===== src/rtl/mmc3_pkg.sv =====
// Shared types, register decode constants and bank reset table for the MMC3 mapper.
package mmc3_pkg;

    // Bank register store geometry
    localparam int BANK_DEPTH = 8;
    localparam int BANK_IDX_W = $clog2(BANK_DEPTH);
    localparam int BANK_W     = 8;

    // Register decode: CPU address masked with REG_DECODE_MASK
    localparam logic [15:0] REG_DECODE_MASK = 16'hE001;
    localparam logic [15:0] REG_BANK_SELECT = 16'h8000;
    localparam logic [15:0] REG_BANK_DATA   = 16'h8001;
    localparam logic [15:0] REG_MIRROR      = 16'hA000;
    localparam logic [15:0] REG_RAM_CTRL    = 16'hA001;
    localparam logic [15:0] REG_RELOAD_VAL  = 16'hC000;
    localparam logic [15:0] REG_RELOAD_REQ  = 16'hC001;
    localparam logic [15:0] REG_IRQ_OFF     = 16'hE000;
    localparam logic [15:0] REG_IRQ_ON      = 16'hE001;

    // Bank select bits
    localparam int SEL_PRG_SWAP_BIT   = 6;
    localparam int SEL_CHR_INVERT_BIT = 7;

    // Fixed program bank (second to last) and pattern pair mask
    localparam logic [BANK_W-1:0] PRG_FIXED_BANK = 8'hFE;
    localparam logic [BANK_W-1:0] CHR_PAIR_MASK  = 8'hFE;

    typedef enum logic [2:0] {
        OP_REG_WRITE = 3'd0,
        OP_TICK      = 3'd1,
        OP_PRG_MAP   = 3'd2,
        OP_CHR_MAP   = 3'd3,
        OP_RAM_READ  = 3'd4,
        OP_RAM_WRITE = 3'd5
    } op_t;

    typedef enum logic [1:0] {
        VAR_STANDARD = 2'd0,
        VAR_NEC      = 2'd1,
        VAR_AX5202P  = 2'd2,
        VAR_MMC6     = 2'd3
    } variant_t;

    // Where the result bank number comes from in the second stage
    typedef enum logic [1:0] {
        SRC_FIXED    = 2'd0,
        SRC_RAM      = 2'd1,
        SRC_RAM_PAIR = 2'd2
    } bank_src_t;

    // Access to the bank register store
    typedef struct packed {
        logic                  wr_en;
        logic                  rd_en;
        logic [BANK_IDX_W-1:0] idx;
        logic [BANK_W-1:0]     wdata;
    } mem_req_t;

    // Partial result carried from the decode stage to the result stage
    typedef struct packed {
        bank_src_t         src;
        logic [BANK_W-1:0] fixed_bank;
        logic              low_bit;
        logic              irq;
        logic              mirror;
        logic              allowed;
        logic [7:0]        open_bus;
    } pipe_t;

    // Power-up contents of the bank registers
    function automatic logic [BANK_W-1:0] bank_init(input logic [BANK_IDX_W-1:0] idx);
        logic [BANK_W-1:0] val;
        case (idx)
            3'd0:    val = 8'd0;
            3'd1:    val = 8'd2;
            3'd2:    val = 8'd4;
            3'd3:    val = 8'd5;
            3'd4:    val = 8'd6;
            3'd5:    val = 8'd7;
            3'd6:    val = 8'd0;
            3'd7:    val = 8'd1;
            default: val = 8'd0;
        endcase
        return val;
    endfunction

endpackage


===== src/rtl/mmc3_ram.sv =====
// Generic single-port-write, registered-read synchronous RAM.
module mmc3_ram #(
    parameter int DEPTH = 8,
    parameter int WIDTH = 8
) (
    input  logic                     clk,
    input  logic                     we,
    input  logic [$clog2(DEPTH)-1:0] waddr,
    input  logic [WIDTH-1:0]         wdata,
    input  logic                     re,
    input  logic [$clog2(DEPTH)-1:0] raddr,
    output logic [WIDTH-1:0]         rdata
);

    logic [WIDTH-1:0] mem [DEPTH];
    logic [WIDTH-1:0] rdata_reg;

    always_ff @(posedge clk)
    begin
        if (we)
        begin
            mem[waddr] <= wdata;
        end
        if (re)
        begin
            rdata_reg <= mem[raddr];
        end
    end

    assign rdata = rdata_reg;

endmodule


===== src/rtl/mmc3_bank_store.sv =====
// Bank register store: RAM plus per-entry written flags that stand in for reset values.
module mmc3_bank_store (
    input  logic                                clk,
    input  logic                                rst_n,
    input  mmc3_pkg::mem_req_t                  req,
    output logic [mmc3_pkg::BANK_W-1:0]         rdata
);

    import mmc3_pkg::*;

    logic [BANK_DEPTH-1:0] written_reg;
    logic [BANK_DEPTH-1:0] written_next;
    logic                  rd_written_reg;
    logic [BANK_IDX_W-1:0] rd_idx_reg;
    logic [BANK_W-1:0]     ram_q;

    mmc3_ram #(
        .DEPTH (BANK_DEPTH),
        .WIDTH (BANK_W)
    ) u_ram (
        .clk   (clk),
        .we    (req.wr_en),
        .waddr (req.idx),
        .wdata (req.wdata),
        .re    (req.rd_en),
        .raddr (req.idx),
        .rdata (ram_q)
    );

    // Mark entries once written
    always_comb
    begin
        written_next = written_reg;
        if (req.wr_en)
        begin
            written_next[req.idx] = 1'b1;
        end
    end

    always_ff @(posedge clk or negedge rst_n)
    begin
        if (!rst_n)
        begin
            written_reg <= '0;
        end
        else
        begin
            written_reg <= written_next;
        end
    end

    // Read side info, aligned with the RAM output register
    always_ff @(posedge clk)
    begin
        if (req.rd_en)
        begin
            rd_written_reg <= written_reg[req.idx];
            rd_idx_reg     <= req.idx;
        end
    end

    assign rdata = rd_written_reg ? ram_q : bank_init(rd_idx_reg);

endmodule


===== src/rtl/mmc3_ctrl.sv =====
// Operation decode, mapper control registers, scanline counter and bank address generation.
module mmc3_ctrl (
    input  logic                clk,
    input  logic                rst_n,
    input  logic                accept,
    input  mmc3_pkg::op_t       op,
    input  logic [15:0]         addr,
    input  logic [7:0]          data,
    input  logic [2:0]          window,
    input  logic                cfg_wr_en,
    input  logic [1:0]          cfg_wr_data,
    output mmc3_pkg::mem_req_t  req,
    output mmc3_pkg::pipe_t     pipe
);

    import mmc3_pkg::*;

    variant_t    variant_reg;
    logic [7:0]  select_reg,     select_next;
    logic        mirror_reg,     mirror_next;
    logic [1:0]  ram_ctrl_reg,   ram_ctrl_next;
    logic [7:0]  reload_val_reg, reload_val_next;
    logic        reload_pend_reg, reload_pend_next;
    logic        irq_en_reg,     irq_en_next;
    logic [7:0]  counter_reg,    counter_next;
    logic        irq_pend_reg,   irq_pend_next;

    logic [7:0]  counter_tick;
    logic        ram_en;
    logic        ram_wp;
    logic [1:0]  prg_w;
    logic [2:0]  chr_w;

    assign ram_en = ram_ctrl_reg[1];
    assign ram_wp = ram_ctrl_reg[0];

    // Counter value after a scanline tick
    assign counter_tick = (reload_pend_reg || counter_reg == 8'd0) ? reload_val_reg
                                                                    : counter_reg - 8'd1;

    // Window remapping from the bank select mode bits
    always_comb
    begin
        prg_w = window[1:0];
        if (select_reg[SEL_PRG_SWAP_BIT] && !prg_w[0])
        begin
            prg_w[1] = ~prg_w[1];
        end
        chr_w = window ^ {select_reg[SEL_CHR_INVERT_BIT], 2'b00};
    end

    // Next state and partial result
    always_comb
    begin
        select_next      = select_reg;
        mirror_next      = mirror_reg;
        ram_ctrl_next    = ram_ctrl_reg;
        reload_val_next  = reload_val_reg;
        reload_pend_next = reload_pend_reg;
        irq_en_next      = irq_en_reg;
        counter_next     = counter_reg;
        irq_pend_next    = irq_pend_reg;
        req              = '0;
        pipe             = '0;
        pipe.src         = SRC_FIXED;

        case (op)
            OP_REG_WRITE:
            begin
                case (addr & REG_DECODE_MASK)
                    REG_BANK_SELECT: select_next = data;
                    REG_BANK_DATA:
                    begin
                        req.wr_en = 1'b1;
                        req.idx   = select_reg[BANK_IDX_W-1:0];
                        req.wdata = data;
                    end
                    REG_MIRROR:      mirror_next = data[0];
                    REG_RAM_CTRL:    ram_ctrl_next = data[7:6];
                    REG_RELOAD_VAL:  reload_val_next = data;
                    REG_RELOAD_REQ:
                    begin
                        reload_pend_next = 1'b1;
                        counter_next     = 8'd0;
                    end
                    REG_IRQ_OFF:
                    begin
                        irq_pend_next = 1'b0;
                        irq_en_next   = 1'b0;
                    end
                    REG_IRQ_ON:      irq_en_next = 1'b1;
                    default: ;
                endcase
            end
            OP_TICK:
            begin
                counter_next     = counter_tick;
                reload_pend_next = 1'b0;
                // NEC parts skip the IRQ when the counter was already zero without reload
                if ((counter_reg != 8'd0 || variant_reg != VAR_NEC || reload_pend_reg) &&
                    counter_tick == 8'd0 && irq_en_reg)
                begin
                    irq_pend_next = 1'b1;
                end
            end
            OP_PRG_MAP:
            begin
                if (prg_w[1])
                begin
                    pipe.fixed_bank = PRG_FIXED_BANK | {7'd0, prg_w[0]};
                end
                else
                begin
                    req.rd_en = 1'b1;
                    req.idx   = {2'b11, prg_w[0]};
                    pipe.src  = SRC_RAM;
                end
            end
            OP_CHR_MAP:
            begin
                req.rd_en = 1'b1;
                if (chr_w[2])
                begin
                    req.idx  = chr_w - 3'd2;
                    pipe.src = SRC_RAM;
                end
                else
                begin
                    req.idx      = {1'b0, chr_w[2:1]};
                    pipe.src     = SRC_RAM_PAIR;
                    pipe.low_bit = chr_w[0];
                end
            end
            OP_RAM_READ:
            begin
                pipe.allowed = ram_en || variant_reg == VAR_AX5202P || variant_reg == VAR_MMC6;
                if (!pipe.allowed)
                begin
                    pipe.open_bus = addr[15:8];
                end
            end
            OP_RAM_WRITE:
            begin
                pipe.allowed = ((ram_en || variant_reg == VAR_AX5202P) && !ram_wp) ||
                               variant_reg == VAR_MMC6;
            end
            default: ;
        endcase

        pipe.irq    = irq_pend_next;
        pipe.mirror = mirror_next;

        if (!accept)
        begin
            req.wr_en = 1'b0;
            req.rd_en = 1'b0;
        end
    end

    // Control registers
    always_ff @(posedge clk or negedge rst_n)
    begin
        if (!rst_n)
        begin
            variant_reg     <= VAR_STANDARD;
            select_reg      <= 8'd0;
            mirror_reg      <= 1'b0;
            ram_ctrl_reg    <= 2'd0;
            reload_val_reg  <= 8'd0;
            reload_pend_reg <= 1'b0;
            irq_en_reg      <= 1'b0;
            counter_reg     <= 8'd0;
            irq_pend_reg    <= 1'b0;
        end
        else
        begin
            if (cfg_wr_en)
            begin
                variant_reg <= variant_t'(cfg_wr_data);
            end
            if (accept)
            begin
                select_reg      <= select_next;
                mirror_reg      <= mirror_next;
                ram_ctrl_reg    <= ram_ctrl_next;
                reload_val_reg  <= reload_val_next;
                reload_pend_reg <= reload_pend_next;
                irq_en_reg      <= irq_en_next;
                counter_reg     <= counter_next;
                irq_pend_reg    <= irq_pend_next;
            end
        end
    end

endmodule


===== src/rtl/mmc3_bank_mapper_irq.sv =====
// Pipeline: an accepted transaction goes into the decode stage registers, then into the output
// register; one transaction per cycle while the output does not stall. The bank store is read at
// most once per map op, its registered read in the second stage, writes at the accept edge.
// Reset: control registers, scanline counter and IRQ clear; bank registers read back
// their power-up values through per-entry written flags, with no clearing pass.
// Top level of the MMC3 bank mapper with scanline IRQ counter.
module mmc3_bank_mapper_irq (
    input  logic        clk,
    input  logic        rst_n,
    input  logic        cfg_wr_en,
    input  logic [1:0]  cfg_wr_data,   // chip_variant
    input  logic        s_tvalid,
    output logic        s_tready,
    input  logic [31:0] s_tdata,       // addr[15:0], data[23:16], window[26:24], zero fill
    input  logic [2:0]  s_tuser,       // op[2:0]
    output logic        m_tvalid,
    input  logic        m_tready,
    output logic [23:0] m_tdata        // bank_number[7:0], irq_line[8], mirror_horizontal[9],
                                       // ram_allowed[10], open_bus_value[18:11], zero fill
);

    import mmc3_pkg::*;

    logic              accept;
    logic              adv1;
    mem_req_t          req;
    pipe_t             pipe;
    logic [BANK_W-1:0] store_q;

    logic              v1_reg, v1_next;
    pipe_t             p1_reg;
    logic              out_v_reg, out_v_next;
    logic [23:0]       out_data_reg;
    logic [BANK_W-1:0] bank_res;

    // Handshake
    assign adv1     = !out_v_reg || m_tready;
    assign s_tready = !v1_reg || adv1;
    assign accept   = s_tvalid && s_tready;

    mmc3_ctrl u_ctrl (
        .clk         (clk),
        .rst_n       (rst_n),
        .accept      (accept),
        .op          (op_t'(s_tuser)),
        .addr        (s_tdata[15:0]),
        .data        (s_tdata[23:16]),
        .window      (s_tdata[26:24]),
        .cfg_wr_en   (cfg_wr_en),
        .cfg_wr_data (cfg_wr_data),
        .req         (req),
        .pipe        (pipe)
    );

    mmc3_bank_store u_store (
        .clk   (clk),
        .rst_n (rst_n),
        .req   (req),
        .rdata (store_q)
    );

    // Result stage: merge store data
    always_comb
    begin
        case (p1_reg.src)
            SRC_RAM:      bank_res = store_q;
            SRC_RAM_PAIR: bank_res = (store_q & CHR_PAIR_MASK) | {7'd0, p1_reg.low_bit};
            default:      bank_res = p1_reg.fixed_bank;
        endcase
    end

    // Valid flags
    always_comb
    begin
        v1_next = v1_reg;
        if (accept)
        begin
            v1_next = 1'b1;
        end
        else if (adv1)
        begin
            v1_next = 1'b0;
        end
        out_v_next = adv1 ? v1_reg : out_v_reg;
    end

    always_ff @(posedge clk or negedge rst_n)
    begin
        if (!rst_n)
        begin
            v1_reg    <= 1'b0;
            out_v_reg <= 1'b0;
        end
        else
        begin
            v1_reg    <= v1_next;
            out_v_reg <= out_v_next;
        end
    end

    // Payload registers
    always_ff @(posedge clk)
    begin
        if (accept)
        begin
            p1_reg <= pipe;
        end
        if (adv1 && v1_reg)
        begin
            out_data_reg <= {5'd0, p1_reg.open_bus, p1_reg.allowed, p1_reg.mirror,
                             p1_reg.irq, bank_res};
        end
    end

    assign m_tvalid = out_v_reg;
    assign m_tdata  = out_data_reg;

endmodule


===== config.mk =====
export PLATFORM = sky130hd
export DESIGN_NAME = mmc3_bank_mapper_irq
export DESIGN_NICKNAME = d
export VERILOG_FILES = /design/src/rtl/mmc3_pkg.sv /design/src/rtl/mmc3_ram.sv /design/src/rtl/mmc3_bank_store.sv /design/src/rtl/mmc3_ctrl.sv /design/src/rtl/mmc3_bank_mapper_irq.sv
export SDC_FILE = /design/constraint.sdc
export NUM_CORES = 1
export LEC_CHECK = 0
export BUFFER_PORTS_ARGS = -buffer_cell sky130_fd_sc_hd__buf_2
export CAP_MARGIN = 20
export CORE_ASPECT_RATIO = 0.75
export CORE_MARGIN = 2
export CORE_UTILIZATION = 60
export DETAILED_ROUTE_END_ITERATION = 6
export PLACE_DENSITY_LB_ADDON = 0.12
export SLEW_MARGIN = 15
export SYNTH_ARGS = -nofsm -noshare
export SYNTH_HDL_FRONTEND = slang
export SYNTH_SLANG_ARGS = --single-unit

===== constraint.sdc =====
create_clock -name clk -period 5.3 [get_ports clk]
set_clock_uncertainty 0.2 [all_clocks]
set_input_delay 0.265 -clock clk [delete_from_list [all_inputs] [get_ports clk]]
set_output_delay 0.265 -clock clk [all_outputs]
set_load 0.005 [all_outputs]

==> results of run 1 <==
[final cells by class]
cell class / count / area (sq um)
well taps: 140 / 175
multi-input cells: 278 / 2050
flip-flops and latches: 153 / 4370
clock buffers: 17 / 425
fillers: 712 / 3030
repair buffers: 76 / 505
clock inverters: 15 / 213
inverters: 14 / 52.6
[path summary, 6_finish.rpt]
kind,cells past startpoint,from,to,slack (ps)
max in group asynchronous,2,rst_n,u_ctrl.counter_reg[2],4020
worst max register to register,5,u_ctrl.select_reg[7],u_store.u_ram.mem[4][5],1780
worst min register to register,0,p1_reg[5],m_tdata[16],220
min in group asynchronous,2,rst_n,v1_reg,320
worst max-delay path,8,s_tdata[15],u_store.u_ram.mem[1][0],1740
worst min-delay path,3,s_tdata[24],p1_reg[11],30
[power breakdown]
part	total, uW	switching [uW]	internal, uW
Clock	1290	493	798
Sequential	1410	59.0	1350
Combinational	384	208	176
[per-stage QoR]
step	total power [uW]	setup slack (ps)
finish	3080	1740
global route	3210	1560
CTS	3100	1780
detailed placement	1800	1780
global placement	1780	1820
floorplan	1700	2530
[worst reg2reg max path, cell delays in order (launching register included)]
cell      delay (ps)
dfrtp_1          390
xor2_1           420
nor3_1           170
a211oi_4         680
nand3_1          430
nor2_1           860
[cell families (layout without fill, tap and decap cells)]
family | count (synthesis) | count (layout) | share of synthesized area, %
buffers and inverters | 34 | 122 | 2.67
multiplexers | 85 | 85 | 13.5
AND/OR/NAND/NOR | 128 | 128 | 10.7
adder cells (fa/ha/maj) | 3 | 3 | 0.571
flip-flops | 153 | 153 | 66.5
XOR/XNOR | 4 | 4 | 0.533
other | 1 | 5 | 0.0571
AO/OA/AOI/OAI | 53 | 53 | 5.54
[cell usage after synthesis (7+ instances only)]
cell type / count / share of area (%)
nor2_1: 27 / 1.5
and2_1: 17 / 1.6
dfrtp_1: 39 / 15
nand3_1: 8 / 0.61
nand2b_1: 9 / 0.86
inv_1: 14 / 0.80
edfxtp_1: 111 / 51
mux2_2: 28 / 4.8
mux2i_1: 57 / 8.7
a21oi_1: 10 / 0.76
o21ai_0: 15 / 1.1
clkbuf_1: 7 / 0.40
o21bai_1: 9 / 1.0
nand2_1: 33 / 1.9
nor3_1: 7 / 0.53
[routing by layer]
layer | part of all wire, % | track usage, % | routed length [microns] | vias up
li1 | - | - | - | 1858
met1 | 50 | 32.5 | 6260 | 1935
met2 | 45 | 32.7 | 5650 | 108
met3 | 4.6 | 5.61 | 586 | 13
met4 | 1.1 | 6.85 | 143 | 0
met5 | 0 | 0 | 0 | -
[what timing repair did]
item | 4_1_cts | 5_1_grt
hold buffers | 24 | 0
buffers inserted | 0 | 0
endpoints found under the hold margin | 65 | 0
==> results by group, run 1 <==
Run status
  • Status: complete, no violations

Critical path
  • Critical Path RT: ~5000 ps
  • Worst path bufs/invs: 2
  • Critical path, cell by cell: dlygate4sd3_1, buf_2, nor4b_4, and4bb_4, nand2_1, nand3_2, or2_2, nor2_1
  • Crit path arrival time: between 3000 and 4000 ps
  • Worst Setup Start Kind: input port
  • CP delay by family, top: simple AND/OR/NAND/NOR gates
  • Slowest library cell on the worst path: nor2_1
  • WS Path Type: in2reg
  • Crit path max fanout: 24
  • CP endpoint kind: flop
  • Worst path max stage delay: around 750 ps

Synthesis
  • Netlist cell types: 57
  • Prevailing post-synth register cell: edfxtp_1
  • Post-synth EDFFs: 111
  • Register area share after synthesis: between 60% and 70%
  • Post-Syn Area: ~6600 sq um
  • Asr flop ratio synth: between 20% and 30%
  • Mapped Cells: about 460
  • Synth Area per Inst: about 14 sq um
  • Ys Warns: 0
  • #FFs+latches synth: around 150

Timing
  • Fin crit share: 67.2%
  • Fmax: 281 MHz
  • RSZ-0062 raised after global routing: no
  • Rel. slew slack: between 30% and 40%
  • Worst-case hold slack: around 29 ps
  • Hold Violations, Final: 0
  • Worst-margin pin slew: about 1000 ps
  • # setup viols final: 0
  • Pins Over Slew Limit: 0
  • Total negative slack: 0 ps
  • Period minus WS final: between 3000 and 4000 ps

Clocking
  • Max Root-Sink Buffers: 2
  • PostCTS Resize Cnt: 0
  • Num Clock Sinks: between 150 and 200
  • Cts bufs inserted: 17
  • CTS tree: yes
  • # H-tree levels: 4
  • CTS Root Cell: clkbuf_16
  • Reg clk slew, reported paths: ~60 ps
  • Clk_lat worst skew: 420 ps

Final layout
  • Diode count: 0
  • Layout cell share with drive strength beyond 1: approximately 23%
  • Layout Utilization: a little over 70%
  • Non-filler cells in the finished layout: 693
  • Commonest cells after routing, fill and taps aside: 111 x edfxtp_1, 57 x mux2i_1, 50 x buf_2, 39 x dfrtp_1, 33 x nand2_1
  • Largest register FFs: 64
  • Most common cell after layout, fill and taps aside: edfxtp_1
  • Finished Cell Area: 7790 sq um
  • Final net count: slightly below 600
  • Area Overhead vs Synth: 18.5%

Detailed routing
  • Total Routed Length: ~13000 microns
  • Final routed DRC violation total: 0
  • Routed vias: approximately 4000
  • Vias per std cell: between 5 and 6
  • Initial DRT Pass Iterations: 4
  • WL per Instance: around 18 microns
  • Final ANT Viol Nets: 0
  • Iter 0 DRT Violations: around 370

Die
  • Num ports: 68
  • Core area: 10800 sq um
  • Starting density of the core: around three fifths
  • Rows: 33
  • Die X: approximately 120 microns
  • Die Ht: about 95 microns
  • Die area: 11800 sq um

Flow run
  • Maxcap violations: 0

Min path
  • Hold Path Class: in2reg

Pwr
  • Pwr Density: approximately 400 nW/um^2
  • Worst VDD drop: approximately 0.36 mV
  • Leakage: between 0.003 and 0.004 uW

Placed design
  • Placed cell area: between 6000 and 7000 sq um
  • Inst Count DP: roughly 640
  • Port Buffers: 50
  • Routability Congestion: around 0.8
  • HPWL after detailed placement: approximately 7900 microns

GRT
  • Antenna violations before repair: 0
  • Pin count of the biggest net entering global routing: 40
  • Grt ovf: 0
  • Total GRT Usage: approximately 22%
  • First-pass GRT wire length: roughly 19000 microns
  • Vias in the first global route: ~3700
No activity file was read; power rests on OpenSTA's default activity.
==> inputs of run 2 (changes only) <==
--- a/config.mk
+++ b/config.mk
@@ -5,11 +5,12 @@
 export SDC_FILE = /design/constraint.sdc
 export NUM_CORES = 1
 export LEC_CHECK = 0
+export ABC_AREA = 1
 export BUFFER_PORTS_ARGS = -buffer_cell sky130_fd_sc_hd__buf_2
 export CAP_MARGIN = 20
 export CORE_ASPECT_RATIO = 0.75
 export CORE_MARGIN = 2
-export CORE_UTILIZATION = 60
+export CORE_UTILIZATION = 53
 export DETAILED_ROUTE_END_ITERATION = 6
 export PLACE_DENSITY_LB_ADDON = 0.12
 export SLEW_MARGIN = 15
==> constraint.sdc (replaced) <==
create_clock -name clk -period 2.95 [get_ports clk]
set_clock_uncertainty 0.2 [all_clocks]
set_input_delay 0.1475 -clock clk [delete_from_list [all_inputs] [get_ports clk]]
set_output_delay 0.1475 -clock clk [all_outputs]
set_load 0.005 [all_outputs]
==> results by group, run 2 <==
Die
  • Core area: about 12000 sq um
  • Die area: 13800 sq um
  • Num ports: slightly below 70
  • Die Ht: 102 microns
  • Die X: 135 microns
  • Rows: 35
  • Starting density of the core: 54.9%

Critical path
  • Reg2reg start: u_ctrl.select_reg[6]
  • Worst path bufs/invs: 5
  • Worst Setup Start Kind: input port
  • R2R setup slack: between 400 and 500 ps
  • Reg2Reg Depth: 9
  • Critical Path RT: around 2800 ps
  • Worst path max stage delay: 570 ps
  • Crit path max fanout: 10
  • CP delay by family, top: simple AND/OR/NAND/NOR gates
  • Slowest library cell on the worst path: nor2_1
  • WS Path Type: in2reg
  • Worst path most repeated cell: inv_1
  • Crit path arrival time: 2450 ps
  • CP endpoint kind: flop
  • Reg-to-reg endpoint: u_store.u_ram.mem[1][6]
  • Critical path, cell by cell: dlygate4sd3_1, buf_2, inv_1, nand3_1, nand2_1, inv_1, nand2_2, o211ai_4, nor2_4, inv_2, nor2_1

Placed design
  • Inst Count DP: between 800 and 900
  • Port Buffers: 50
  • Routability Congestion: a little over 0.8
  • HPWL after detailed placement: 9220 microns

Synthesis
  • Post-synth top area cell: edfxtp_1
  • Synth top area cells: edfxtp_1 49%, dfrtp_1 14%, nand2_1 6.9%
  • Prevailing post-synth register cell: edfxtp_1
  • Synth Area per Inst: 10.4 sq um
  • Asr flop ratio synth: between 20 and 30%
  • Synth top area share: roughly half
  • Post-synth EDFFs: 111
  • Post-Syn Area: 6820 sq um
  • Mapped Cells: 657
  • #FFs+latches synth: around 150
  • Count leader, synth: nand2_1
  • Synth top cells by count: 125 x nand2_1, 111 x edfxtp_1, 105 x inv_1
  • Netlist cell types: 45
  • Ys Warns: 0
  • Register area share after synthesis: 64.0%

Detailed routing
  • Iter 0 DRT Violations: 298
  • Routed vias: roughly 4700
  • WL per Instance: between 10 and 15 microns
  • Final ANT Viol Nets: 0
  • Total Routed Length: about 13000 microns
  • Initial DRT Pass Iterations: 4
  • Final routed DRC violation total: 0
  • Vias per std cell: between 5 and 6

Final layout
  • Layout cell share with drive strength beyond 1: about 17%
  • Largest register FFs: 64
  • Commonest cells after routing, fill and taps aside: 125 x nand2_1, 111 x edfxtp_1, 105 x inv_1, 59 x nor2_1, 50 x buf_2
  • Area Overhead vs Synth: 19.3%
  • Non-filler cells in the finished layout: 933
  • Diode count: 0
  • Final net count: 799
  • Most common cell after layout, fill and taps aside: nand2_1
  • Fill cells: about 940

GRT
  • Vias in the first global route: about 4500
  • First-pass GRT wire length: 22300 microns
  • Grt ovf: 0
  • Pin count of the biggest net entering global routing: between 50 and 60
  • Total GRT Usage: between 20% and 30%
  • Antenna violations before repair: 0

Clocking
  • Post-CTS setup buffer count: 0
  • Clk_lat worst skew: 420 ps
  • Reg clk slew, reported paths: ~60 ps
  • CTS Root Cell: clkbuf_16
  • Cts bufs inserted: 17
  • Num Clock Sinks: ~150
  • Max Root-Sink Buffers: 2
  • # H-tree levels: 4
  • CTS tree: yes

Pwr
  • Int Power: 3930 uW
  • Reg power frac: 46.9%
  • Sw Pwr: between 1000 and 1500 uW
  • Leakage: roughly 0.0036 uW
  • Sw Share: 27.3%
  • Comb power frac: approximately 15%
  • Worst VDD drop: 0.452 mV
  • Pwr Density: 663 nW/um^2
  • Clk network pwr share: 37.8%

Run status
  • Status: complete, no violations

Timing
  • Hold Violations, Final: 0
  • Fin crit share: 88.3%
  • RSZ-0062 raised after global routing: no
  • Total negative slack: 0 ps
  • Rel. slew slack: 39.3%
  • Period minus WS final: between 2000 and 3000 ps
  • # setup viols final: 0
  • Fmax: approximately 380 MHz
  • Worst-margin pin slew: roughly 900 ps
  • Pins Over Slew Limit: 0

Min path
  • Min-Delay Path Depth: 3
  • WHS Endpoint: p1_reg[21]
  • Hold Path Class: in2reg
  • HP Start: s_tdata[26]

Flow run
  • Maxcap violations: 0
run 2: cell count changes in the layout (fill, tap and decap cells not counted), moves of 15 or more:
cell,change
nor2_1,+32
mux2_2,-27
mux2i_1,-55
nand3_1,+36
nand2_1,+92
inv_1,+91
nand4_1,+31
and2_1,-15
run 2: worst max path at each step:
stage	endpoint	from	cells after the start	slack, ps
floorplan	u_store.u_ram.mem[2][0]	u_ctrl.select_reg[7]	9	680
global placement	u_store.u_ram.mem[1][1]	u_ctrl.select_reg[6]	9	490
detailed placement	u_store.u_ram.mem[1][1]	u_ctrl.select_reg[6]	9	430
CTS	u_store.u_ram.mem[1][6]	s_tdata[24]	11	320
global route	u_store.u_ram.mem[1][6]	s_tdata[14]	12	140
finish	u_store.u_ram.mem[1][6]	s_tdata[24]	11	340
run 2: cell type report:
class                           instances  area, sq um  area share [%]
Multi-Input combinational cell        372         1910            23.4
Sequential cell                       153         4370            53.7
Clock buffer                           19          433            5.32
Tap cell                              166          208            2.55
Timing Repair Buffer                   95          668            8.21
Inverter                              115          434            5.33
Clock inverter                         13          123            1.51
run 2: power groups by stage:
stage          combinational (uW)  sequential (uW)  clock [uW]
2_1_floorplan                 571             2560           0
3_3_place_gp                  775             2570           0
3_5_place_dp                  790             2580           0
4_1_cts                       824             2530        2070
5_1_grt                       950             2550        2170
6_report                      826             2540        2040
run 2: per-layer routing:
metal  track usage [%]  vias up  share of wire, %
met3              4.12       23               4.2
met4              7.69        0               1.6
met1              29.3     2215                49
li1                  -     2380                 -
met5                 0        -                 0
met2              33.9      105                45
run 2: kinds of logic after synthesis:
family	synth area share, %
adders and majority gates	0.550
buffers and inverters	8.27
muxes	0.458
AOI/OAI and AO/OA	5.69
other	0.0550
xor gates and xnor gates	0.514
and+or+nand+nor	20.4
DFF	64.0
run 2: stage by stage:
step | utilization, % | hold WS [ps] | worst slack (ps) | area [sq um] | power [uW]
final | 65.5 | 25.3 | 344 | 8140 | 5400
after global routing | 65.5 | 33.9 | 137 | 8140 | 5670
after CTS | 65.5 | 12.1 | 325 | 8140 | 5430
after detailed placement | 58.4 | 128 | 428 | 7270 | 3370
after global placement | 58.4 | 123 | 493 | 7270 | 3350
after floorplan | - | -348 | 680 | 6840 | 3130
run 2: worst min-delay path: cells and delay by family:
kind / cells / cell delay, ps
AND/OR/NAND/NOR: 1 / 130
buffers and inverters: 1 / 120
XOR/XNOR: 1 / 120
run 2: what timing repair did:
action | in CTS | in global routing
hold buffers | 32 | 0
setup endpoints to repair | 0 | 0
endpoints found under the hold margin | 83 | 0
resized for setup | 0 | 0
